`src/hdl/bblc_pkg.sv`:
```
// ----------------------------------------------------------------------------
// bblc_pkg: shared types and constants of the byte-budget LRU cache unit
// Field widths, request/response structs, status codes and cell control.
// ----------------------------------------------------------------------------
package bblc_pkg;

    localparam int KEY_BITS     = 32;
    localparam int SIZE_BITS    = 24;
    localparam int USED_BITS    = 32;
    localparam int EVICT_BITS   = 5;
    localparam int ENTRIES_DFLT = 16;
    localparam logic [31:0] BUDGET_RESET = 32'd65536;

    typedef enum logic [1:0] {
        ST_HIT     = 2'd0,
        ST_STORED  = 2'd1,
        ST_PASSED  = 2'd2,
        ST_ABSENT  = 2'd3
    } status_t;

    typedef struct packed {
        logic [KEY_BITS-1:0]  key;
        logic                 present;
        logic [SIZE_BITS-1:0] obj_size;
    } req_t;

    typedef struct packed {
        status_t               status;
        logic [EVICT_BITS-1:0] evicted_count;
        logic [USED_BITS-1:0]  bytes_used;
    } rsp_t;

    // Per-cell control: take the left neighbor's entry, or drop the own entry.
    typedef struct packed {
        logic shift;
        logic clr;
    } cell_ctl_t;

endpackage

```
`src/hdl/bblc_cell.sv`:
```
// ----------------------------------------------------------------------------
// bblc_cell: one slot of the recency-ordered entry chain
// Holds key, size and valid; shifts in the left neighbor's entry on request.
// ----------------------------------------------------------------------------
module bblc_cell (
    input  logic                           clk,
    input  logic                           rst_n,
    input  bblc_pkg::cell_ctl_t            ctl,
    input  logic [bblc_pkg::KEY_BITS-1:0]  left_key,
    input  logic [bblc_pkg::SIZE_BITS-1:0] left_size,
    input  logic                           left_valid,
    input  logic [bblc_pkg::KEY_BITS-1:0]  lookup_key,
    output logic [bblc_pkg::KEY_BITS-1:0]  key,
    output logic [bblc_pkg::SIZE_BITS-1:0] size,
    output logic                           valid,
    output logic                           match
);

    logic [bblc_pkg::KEY_BITS-1:0]  key_reg;
    logic [bblc_pkg::SIZE_BITS-1:0] size_reg;
    logic                           valid_reg;

    always_ff @(posedge clk or negedge rst_n)
    begin
        if (!rst_n)
        begin
            valid_reg <= 1'b0;
        end
        else if (ctl.clr)
        begin
            valid_reg <= 1'b0;
        end
        else if (ctl.shift)
        begin
            valid_reg <= left_valid;
        end
    end

    always_ff @(posedge clk)
    begin
        if (ctl.shift && !ctl.clr)
        begin
            key_reg  <= left_key;
            size_reg <= left_size;
        end
    end

    assign key   = key_reg;
    assign size  = size_reg;
    assign valid = valid_reg;
    assign match = valid_reg && (key_reg == lookup_key);

endmodule

```
`src/hdl/byte_budget_lru_cache_unit.sv`:
```
// ----------------------------------------------------------------------------
// byte_budget_lru_cache_unit: size-aware LRU cache directory
// Entries live in a chain of cells ordered most recent (cell 0) to least.
//
//   Channel   Signals                         Handshake
//   request   start, busy, req                taken when start && !busy
//   response  done, rsp                       one-cycle strobe, no stall
//   config    cfg_valid, cfg_ready, cfg_data  written when valid && ready
//
// A hit or an absent object is answered from the lookup state. A stored miss
// passes through lookup, eviction and insert; a miss that does not fit is
// passed through from the eviction state. The eviction walk drops one tail
// cell a cycle, and goes to insert directly when the dropped cell only frees
// a slot in a full table. Reset empties the table and sets the budget to 65536.
// The response cannot be stalled; a new request may start in the done cycle.
// ----------------------------------------------------------------------------
module byte_budget_lru_cache_unit #(
    parameter int ENTRIES = bblc_pkg::ENTRIES_DFLT
) (
    input  logic                 clk,
    input  logic                 rst_n,
    input  logic                 start,
    output logic                 busy,
    input  bblc_pkg::req_t       req,
    output logic                 done,
    output bblc_pkg::rsp_t       rsp,
    input  logic                 cfg_valid,
    output logic                 cfg_ready,
    input  logic [31:0]          cfg_data
);

    localparam int IDX_BITS = (ENTRIES > 1) ? $clog2(ENTRIES) : 1;
    localparam int CNT_BITS = $clog2(ENTRIES + 1);

    typedef enum logic [3:0] {
        S_IDLE   = 4'b0001,
        S_LOOKUP = 4'b0010,
        S_EVICT  = 4'b0100,
        S_INSERT = 4'b1000
    } state_t;

    state_t                              state_reg, state_next;
    bblc_pkg::req_t                      req_reg;
    logic [31:0]                         budget_reg;
    logic [bblc_pkg::USED_BITS-1:0]      used_reg, used_next;
    logic [CNT_BITS-1:0]                 count_reg, count_next;
    logic [bblc_pkg::EVICT_BITS-1:0]     evict_reg, evict_next;
    logic                                done_reg, done_next;
    bblc_pkg::rsp_t                      rsp_reg, rsp_next;

    bblc_pkg::cell_ctl_t                 ctl [ENTRIES];
    logic [bblc_pkg::KEY_BITS-1:0]       c_key [ENTRIES];
    logic [bblc_pkg::SIZE_BITS-1:0]      c_size [ENTRIES];
    logic [ENTRIES-1:0]                  c_valid;
    logic [ENTRIES-1:0]                  c_match;

    logic [bblc_pkg::KEY_BITS-1:0]       head_key;
    logic [bblc_pkg::SIZE_BITS-1:0]      head_size;
    logic [bblc_pkg::KEY_BITS-1:0]       hit_key;
    logic [bblc_pkg::SIZE_BITS-1:0]      hit_size;
    logic [bblc_pkg::SIZE_BITS-1:0]      tail_size;
    logic [IDX_BITS-1:0]                 tail_idx;
    logic [CNT_BITS-1:0]                 tail_cnt;
    logic                                hit;
    logic                                over;
    logic                                do_hit, do_insert, do_evict;

    genvar g;
    generate
        for (g = 0; g < ENTRIES; g++)
        begin : g_cell
            if (g == 0)
            begin : g_head
                bblc_cell u_cell (
                    .clk(clk), .rst_n(rst_n), .ctl(ctl[g]),
                    .left_key(head_key), .left_size(head_size), .left_valid(1'b1),
                    .lookup_key(req_reg.key),
                    .key(c_key[g]), .size(c_size[g]), .valid(c_valid[g]),
                    .match(c_match[g])
                );
            end
            else
            begin : g_body
                bblc_cell u_cell (
                    .clk(clk), .rst_n(rst_n), .ctl(ctl[g]),
                    .left_key(c_key[g-1]), .left_size(c_size[g-1]),
                    .left_valid(c_valid[g-1]),
                    .lookup_key(req_reg.key),
                    .key(c_key[g]), .size(c_size[g]), .valid(c_valid[g]),
                    .match(c_match[g])
                );
            end
        end
    endgenerate

    assign hit      = |c_match;
    assign tail_cnt = count_reg - CNT_BITS'(1);
    assign tail_idx = tail_cnt[IDX_BITS-1:0];
    assign over     = ({1'b0, used_reg} + 33'(req_reg.obj_size)) > {1'b0, budget_reg};

    always_comb
    begin
        hit_key   = '0;
        hit_size  = '0;
        tail_size = '0;
        for (int i = 0; i < ENTRIES; i++)
        begin
            if (c_match[i])
            begin
                hit_key  = hit_key | c_key[i];
                hit_size = hit_size | c_size[i];
            end
            if (IDX_BITS'(i) == tail_idx)
            begin
                tail_size = c_size[i];
            end
        end
    end

    assign do_hit    = (state_reg == S_LOOKUP) && hit;
    assign do_insert = (state_reg == S_INSERT);
    assign do_evict  = (state_reg == S_EVICT) && (count_reg != '0) &&
                       (over || (count_reg == CNT_BITS'(ENTRIES)));

    assign head_key  = do_hit ? hit_key : req_reg.key;
    assign head_size = do_hit ? hit_size : req_reg.obj_size;

    // On a hit, cells up to and including the hit slot shift one place back.
    always_comb
    begin
        logic below;
        below = 1'b0;
        for (int i = ENTRIES - 1; i >= 0; i--)
        begin
            below       = below | c_match[i];
            ctl[i].shift = do_insert || (do_hit && below);
            ctl[i].clr   = do_evict && (IDX_BITS'(i) == tail_idx);
        end
    end

    always_comb
    begin
        state_next = state_reg;
        used_next  = used_reg;
        count_next = count_reg;
        evict_next = evict_reg;
        done_next  = 1'b0;
        rsp_next   = rsp_reg;
        unique case (state_reg)
            S_IDLE:
            begin
                evict_next = '0;
                if (start)
                begin
                    state_next = S_LOOKUP;
                end
            end
            S_LOOKUP:
            begin
                if (hit || !req_reg.present)
                begin
                    state_next        = S_IDLE;
                    done_next         = 1'b1;
                    rsp_next.status   = hit ? bblc_pkg::ST_HIT : bblc_pkg::ST_ABSENT;
                    rsp_next.evicted_count = '0;
                    rsp_next.bytes_used    = used_reg;
                end
                else
                begin
                    state_next = S_EVICT;
                end
            end
            S_EVICT:
            begin
                if (do_evict)
                begin
                    used_next  = used_reg - 32'(tail_size);
                    count_next = tail_cnt;
                    evict_next = evict_reg + (bblc_pkg::EVICT_BITS)'(1);
                    // Room freed for a full table: insert next cycle.
                    if (!over)
                    begin
                        state_next = S_INSERT;
                    end
                end
                else if (over)
                begin
                    state_next             = S_IDLE;
                    done_next              = 1'b1;
                    rsp_next.status        = bblc_pkg::ST_PASSED;
                    rsp_next.evicted_count = evict_reg;
                    rsp_next.bytes_used    = used_reg;
                end
                else
                begin
                    state_next = S_INSERT;
                end
            end
            S_INSERT:
            begin
                state_next             = S_IDLE;
                used_next              = used_reg + 32'(req_reg.obj_size);
                count_next             = count_reg + CNT_BITS'(1);
                done_next              = 1'b1;
                rsp_next.status        = bblc_pkg::ST_STORED;
                rsp_next.evicted_count = evict_reg;
                rsp_next.bytes_used    = used_reg + 32'(req_reg.obj_size);
            end
            default:
            begin
                state_next = S_IDLE;
            end
        endcase
    end

    always_ff @(posedge clk or negedge rst_n)
    begin
        if (!rst_n)
        begin
            state_reg  <= S_IDLE;
            used_reg   <= '0;
            count_reg  <= '0;
            evict_reg  <= '0;
            done_reg   <= 1'b0;
            budget_reg <= bblc_pkg::BUDGET_RESET;
        end
        else
        begin
            state_reg <= state_next;
            used_reg  <= used_next;
            count_reg <= count_next;
            evict_reg <= evict_next;
            done_reg  <= done_next;
            if (cfg_valid && cfg_ready)
            begin
                budget_reg <= cfg_data;
            end
        end
    end

    always_ff @(posedge clk)
    begin
        rsp_reg <= rsp_next;
        if (start && !busy)
        begin
            req_reg <= req;
        end
    end

    assign busy      = (state_reg != S_IDLE);
    assign done      = done_reg;
    assign rsp       = rsp_reg;
    assign cfg_ready = 1'b1;

    // The chain stays packed: valid cells form a run starting at cell 0.
    a_packed: assert property (@(posedge clk) disable iff (!rst_n)
        (c_valid & (c_valid + ENTRIES'(1))) == '0)
        else $error("valid cells are not contiguous from the head");

    a_count: assert property (@(posedge clk) disable iff (!rst_n)
        $countones(c_valid) == int'(count_reg))
        else $error("entry count disagrees with valid cells");

    a_unique: assert property (@(posedge clk) disable iff (!rst_n)
        (state_reg == S_LOOKUP) |-> $onehot0(c_match))
        else $error("key present in more than one cell");

    a_hit_clean: assert property (@(posedge clk) disable iff (!rst_n)
        (done && rsp.status == bblc_pkg::ST_HIT) |-> (rsp.evicted_count == '0))
        else $error("hit reported evictions");

endmodule

```
`config.mk`:
```
export PLATFORM = sky130hd
export DESIGN_NAME = byte_budget_lru_cache_unit
export DESIGN_NICKNAME = d
export VERILOG_FILES = /design/src/hdl/bblc_pkg.sv /design/src/hdl/bblc_cell.sv /design/src/hdl/byte_budget_lru_cache_unit.sv
export SDC_FILE = /design/constraint.sdc
export NUM_CORES = 2
export LEC_CHECK = 0
export BUFFER_PORTS_ARGS = -buffer_cell sky130_fd_sc_hd__buf_4
export CAP_MARGIN = 10
export CORE_MARGIN = 2
export CORE_UTILIZATION = 45
export DETAILED_ROUTE_END_ITERATION = 7
export GPL_TIMING_DRIVEN = 0
export HOLD_SLACK_MARGIN = 0.08
export PLACE_DENSITY = 0.62
export SYNTH_ARGS = -nofsm -noshare
export SYNTH_HDL_FRONTEND = slang
export SYNTH_HIERARCHICAL = 1
export SYNTH_SLANG_ARGS = --single-unit
```
`constraint.sdc`:
```
create_clock -name clk -period 8.8 [get_ports clk]
set_clock_uncertainty 0.15 [all_clocks]
set_input_delay 2.64 -clock clk [delete_from_list [all_inputs] [get_ports clk]]
set_output_delay 2.64 -clock clk [all_outputs]
set_load 0.02 [all_outputs]
```
* Yosys cells after proc, flatten, opt, wreduce, memory -nomap -nowiden *
Cells that the tools add are included.

operators by class
  mux-type cells = 103
  bitwise logic cells = 45
  $lt $le $gt $ge = 1
  add/sub/neg operators = 6
  reductions and logical operators = 130
  equality and inequality tests = 43

operator list
  cell                number
  $mux 24             33
  $mux 32             18
  $eq 32x32->1        16
  $or 32x32->32       15
  $or 24x24->24       15
  $mux 39             3
  $pmux 39 s3         1
  $logic_and 1x1->1   68
  $pmux 32 s2         1
  $reduce_bool 2->1   18
  $mux 1              35
  $add 32x24->33      1
  $gt 33x32->1        1
  $add 32x24->32      1
  $eq 4x4->1 const A  8
  $sub 32x24->32      1
  $pmux 5 s2          2
  $logic_not 1->1     18
  $logic_or 1x1->1    18
  $eq 3x4->1 const A  4
  $mux 4              4
  $reduce_or 16->1    1
  $or 1x1->1          15
  $pmux 4 s3          1
  22 further kinds    30

word-level totals
  logic and storage cells = 388
  bits in registers = 1087
  bits of input ports = 93
  output and inout bits = 42

* Logic depth before layout (Yosys ltp) *
  word-level depth = 34
  mapped depth = 27
  mapped depth without buffers = 23

* Hierarchy *
Netlist, hierarchy kept.

by module, submodules not included
  module                      sequential area each (um2)  cells each  area each (um2)  instances
  bblc_cell                   1706.6                      104         2082.0           16
  byte_budget_lru_cache_unit  4862.2                      2370        18502.7          1

* Least setup slack after synthesis *
No wires, ideal clock.

  path kind = register -> register
  start = register req_reg[0] in the netlist's numbering
  end = register g_cell[10].g_body.u_cell.key_reg, in the netlist g_cell[10].g_body.u_cell/key[0], enable pin
  cell stages (with the launch flop) = 22
  data required time = 8173 ps
  arrival = 6903 ps
  buffers on the path = 2
  library setup time = 477 ps
  period minus slack after synthesis = 7529 ps
  path slack = 1271 ps
  cells stage by stage = edfxtp_1 -> ha_1 -> fa_1 -> a211o_1 -> a21oi_1 -> o21ai_0 -> nand2b_1 -> a31oi_1 -> o221ai_1 -> xor2_1 -> ha_1 -> a211oi_1 -> nor2_1 -> o21ai_0 -> o211ai_1 -> o21ai_0 -> o41ai_1 -> o21ai_1 -> clkbuf_1 -> clkbuf_1 -> nor2_1 -> nor2b_1

RTL lines
  what                    RTL line                           source
  start, declared         byte_budget_lru_cache_unit.sv:43   bblc_pkg::req_t req_reg;
  start signal, assigned  byte_budget_lru_cache_unit.sv:246  req_reg <= req;
  end signal, assigned    bblc_cell.sv:43                    key_reg <= left_key;
  end, declared           bblc_cell.sv:19                    logic [bblc_pkg::KEY_BITS-1:0] key_reg;

* Worst setup path in the final report *
  start = register count_reg[1]
  end = register used_reg[30] in the netlist's numbering

on the way
  word-level cells in the longest chain between the ends = 21
  elaborated cells between the ends (all ways) = 43
  those cells by class = add/sub (2); eq/ne (17); mux (18); reduce/logical (6)

ends and longest elaborated chain
  what                    RTL line                           source
  start, declared         byte_budget_lru_cache_unit.sv:46   logic [CNT_BITS-1:0] count_reg, count_next;
  start signal, assigned  byte_budget_lru_cache_unit.sv:231  count_reg <= count_next;
  $sub 5x1->5             byte_budget_lru_cache_unit.sv:97   assign tail_cnt = count_reg - CNT_BITS'(1);
  $logic_not 4->1         byte_budget_lru_cache_unit.sv:113  if (IDX_BITS'(i) == tail_idx)
  $mux 24 (16 in series)  byte_budget_lru_cache_unit.sv:113
  $sub 32x24->32          byte_budget_lru_cache_unit.sv:177  used_next = used_reg - 32'(tail_size);
  $mux 32                 byte_budget_lru_cache_unit.sv:175  if (do_evict)
  $pmux 32 s2             byte_budget_lru_cache_unit.sv:149  unique case (state_reg)
  end signal, assigned    byte_budget_lru_cache_unit.sv:230  used_reg <= used_next;
  end, declared           byte_budget_lru_cache_unit.sv:45   logic [bblc_pkg::USED_BITS-1:0] used_reg, used_next;

Parallel ways exist; a longest one is shown, timed or not. The select of a mux whose other input is x is not followed.
A chain may end at the register's enable or synchronous reset.

==> summary.md <==
| Metric | Value |
|---|---|
| Failing checks | design-rule violations, max-capacitance violations, max-slew violations |
| I/O Buffers | 132 |
| # resized after CTS | 0 |
| Die W | 343 microns |
| Footprint of the multi-input gates | 0.0188 sq mm |
| Crit path from | count_reg[1]$_DFFE_PN0P_ |
| Number of synthesized flops with an enable pin | 992 |
| Fillers | 9647 |
| Yosys reg bits | 1087 |
| GR Overflow Total | 0 |
| H-tree levels | 3 |
| Antenna viol nets, final | 0 |
| Vias in the first global route | 39200 |
| Synth Instances | 4034 |
| Reg2reg end | used_reg[30]$_DFFE_PN0P_ |
| R2r startpoint | count_reg[1]$_DFFE_PN0P_ |
| Area Overhead vs Synth | 16.7% |
| DP Worst Slack | 577 ps |
| Max-cap violation count | 2 |
| Main area contributors after synthesis | edfxtp_1, xor2_1, a22oi_1 |
| Hold Vio Cnt, Final | 0 |
| PwrDens | 266 mW/mm^2 |
| Clock sink total | 1087 |
| Synth cell count leaders | edfxtp_1, xor2_1, a22oi_1 |
| CORE AREA | 0.114 sq mm |
| Clock Tree Root | clkbuf_16 |
| WP data arrival | 8960 ps |
| CP Data Required Time | 9270 ps |
| Post-route setup slack | 302 ps |
| Reg clk slew, reported paths | 70 ps |
| Hold_buf cts | 0 |
| Drt wl/cell | 36.9 microns |
| # setup viols final | 0 |
| Max FFs per register | 480 |
| Gr usage total | 36.9% |
| Register area | 0.0322 sq mm |
| Routability-driven placement congestion ratio | 0.995 |
| First-pass GRT wire length | 301 mm |
| Post-synth cell types | 77 |
| DRC viols | 3 |
| Seq/Total Area, Yosys | 62.1% |
| Async S/R FF share, synth | 8.74% |
| Warning count from the yosys run | 6 |
| Pin count of the biggest net entering global routing | 52 |
| Rows | 124 |
| Status | finished with violations |
| Die H | 343 microns |
| Fmax | 0.118 GHz |
| Worst r2r path cells | 24 |
| Mapped Area | 0.0518 sq mm |
| VDD IR max | 0.199 mV |
| Reg2reg setup slack | 300 ps |
| CP endpoint | used_reg[30]$_DFFE_PN0P_ |
| Vias | 41300 |
| Element type at the critical path start | register |
| Synth Area in Simple Gates | 8.72% |
| Io pins | 135 |
| Worst-Skew Late Latency | 770 ps |
| Mux cell area share after synthesis | 0.802% |
| Cells after DPL | 5760 |
| Synthesized area per cell | 12.8 sq um |
| Hold Crit Class | reg -> reg |
| Critical Path End Type | register |
| Post-route minimum period | 8500 ps |
| Share of cells above drive strength 1 | 10.9% |
| Largest family of logic cells by synthesized area | compound AO/OA/AOI/OAI gates |
| Most frequently used flop master after synthesis | edfxtp_1 |
| Inserted Clock Buffers | 115 |
| Cell Chain, Critical Path | clkbuf_1 -> inv_1 -> ha_1 -> clkbuf_1 -> a211oi_1 -> o21ai_1 -> nand2_1 -> clkbuf_1 -> o22ai_1 -> o21ai_0 -> o211ai_1 -> a21oi_1 -> ha_1 -> inv_1 -> fa_1 -> a211oi_1 -> o21ai_0 -> nand3_1 -> a31o_2 -> a21oi_1 -> o21ai_0 -> nand3_1 -> xnor2_1 -> mux2_2 |
| First DRT Iteration DRCs | 7180 |
| Xor/xnor cell area share of the yosys netlist | 9.74% |
| Critical path's slowest cell | a211oi_1 |
| Synth top area share | 57.5% |
| Synth Area in Compound Gates | 14.5% |
| Count leader, synth | edfxtp_1 |
| Worst slew pin tran | 1560 ps |
| Cell taking the most area after synthesis | edfxtp_1 |
| First-pass DRT Iterations | 8 |
| TritonCTS clock tree | yes |
| Relative slew slack | -4.23% |
| Static leakage | 0.0211 uW |
| Drt total wl | 222 mm |
| CP peak stage delay | 850 ps |
| Cell Count, Final, Fillers Out | 5997 |
| Initial antenna violation count | 14 |
| Post-Synth Adder-Cell Area | 2.15% |
| CP max FO | 10 |
| WS Path Type | reg -> reg |
| Final nets | 4554 |
| Die Footprint | 0.118 sq mm |
| RSZ-0062 raised after global routing | false |
| Period utilization | 96.6% |
| Vias per cell | 6.89 |
| WHS | 323 ps |
| Slew Viols, Final | 21 |
| Dpl hpwl | 155 mm |
| Setup bufs post-CTS | 0 |
| CTS Buffer Depth | 3 |
| Initial core utilization | 45.3% |
[worst max-delay path, delay by kind of cell, from the launching register on]
| kind | cells | cell delay [ps] |
|---|---|---|
| AO/OA/AOI/OAI | 11 | 3940 |
| XOR/XNOR | 1 | 150 |
| adder cells (fa/ha/maj) | 3 | 950 |
| buffers and inverters | 5 | 1530 |
| flip-flops | 1 | 400 |
| multiplexers | 1 | 260 |
| AND/OR/NAND/NOR | 3 | 960 |
[placed cells by master, fill, tap and decap left out, types with 17 or more instances in the layout]
| master | synthesis | final |
|---|---|---|
| nor3_1 | 44 | 42 |
| a21o_1 | 27 | 27 |
| clkbuf_2 | 5 | 19 |
| buf_8 | 0 | 26 |
| nor4_1 | 115 | 113 |
| nand2_1 | 245 | 244 |
| nor3_2 | 16 | 18 |
| buf_4 | 1 | 136 |
| mux2i_1 | 37 | 37 |
| o21a_1 | 17 | 17 |
| o211ai_1 | 30 | 30 |
| buf_12 | 0 | 28 |
| buf_1 | 34 | 28 |
| nor2_1 | 175 | 175 |
| clkbuf_1 | 155 | 162 |
| clkinv_2 | 0 | 27 |
| o21ai_0 | 210 | 210 |
| ha_1 | 86 | 86 |
| a22oi_1 | 365 | 365 |
| a22o_1 | 71 | 71 |
| a221oi_1 | 90 | 90 |
| clkinv_1 | 1 | 24 |
| clkbuf_16 | 0 | 118 |
| nand4_1 | 72 | 72 |
| o22ai_1 | 34 | 34 |
| xor2_1 | 522 | 522 |
| nand3_1 | 144 | 144 |
| xnor2_1 | 54 | 54 |
| dfrtp_1 | 93 | 93 |
| inv_1 | 56 | 56 |
| buf_16 | 0 | 28 |
| a21oi_1 | 91 | 91 |
| edfxtp_1 | 992 | 992 |
[where the power goes]
group          internal, uW  switching [uW]  total (uW)
combinational          1770            3080        4850
sequential             5830             387        6210
clock                  2840            2220        5060
[kinds of logic after synthesis]
kind of cell | count (synthesis)
other cells | 1
fa+ha+maj | 88
simple gates | 910
mux | 41
compound gates | 1072
xor+xnor | 576
buf+inv | 259
flops | 1087
[through the flow]
step	util, %	TNS (ps)	total power, uW	instance area (sq um)
after floorplan	-	0	9360	51800
after global placement	47.8	-3616280	10900	54700
after detailed placement	49.4	0	11000	56500
after CTS	52.8	0	15900	60300
after global routing	52.9	0	16700	60500
final	52.9	0	16100	60500
[worst min path at each step]
stage                                                      startpoint                                           to  depth (start not counted)
after floorplan                              count_reg[4]$_DFFE_PN0P_                     count_reg[4]$_DFFE_PN0P_                          1
after global placement    g_cell[10].g_body.u_cell/size[20]$_DFFE_PP_  g_cell[11].g_body.u_cell/size[20]$_DFFE_PP_                          0
after detailed placement                     count_reg[4]$_DFFE_PN0P_                     count_reg[4]$_DFFE_PN0P_                          1
after CTS                                    count_reg[4]$_DFFE_PN0P_                     count_reg[4]$_DFFE_PN0P_                          1
after global routing        g_cell[2].g_body.u_cell/size[2]$_DFFE_PP_    g_cell[3].g_body.u_cell/size[2]$_DFFE_PP_                          0
final                                        count_reg[4]$_DFFE_PN0P_                     count_reg[4]$_DFFE_PN0P_                          1
[final cells by class]
| class | count | area share (%) |
|---|---|---|
| clock inverter | 77 | 1.23 |
| clock buffer | 140 | 5.04 |
| tap | 1512 | 3.13 |
| antenna | 12 | 0.0496 |
| timing repair buffer | 221 | 4.58 |
| buffer | 202 | 1.38 |
| inverter | 57 | 0.354 |
| sequential | 1087 | 53.2 |
| multi-input combinational | 2689 | 31.1 |
[per-layer routing]
metal	track usage, %	vias up	share of wire (%)
met2	54.2	3671	43
met1	44.8	20100	34
met4	26.8	18	9.0
li1	-	16500	-
met5	0.160	-	0.060
met3	13.1	1023	14
No activity file was read; power rests on OpenSTA's default activity.
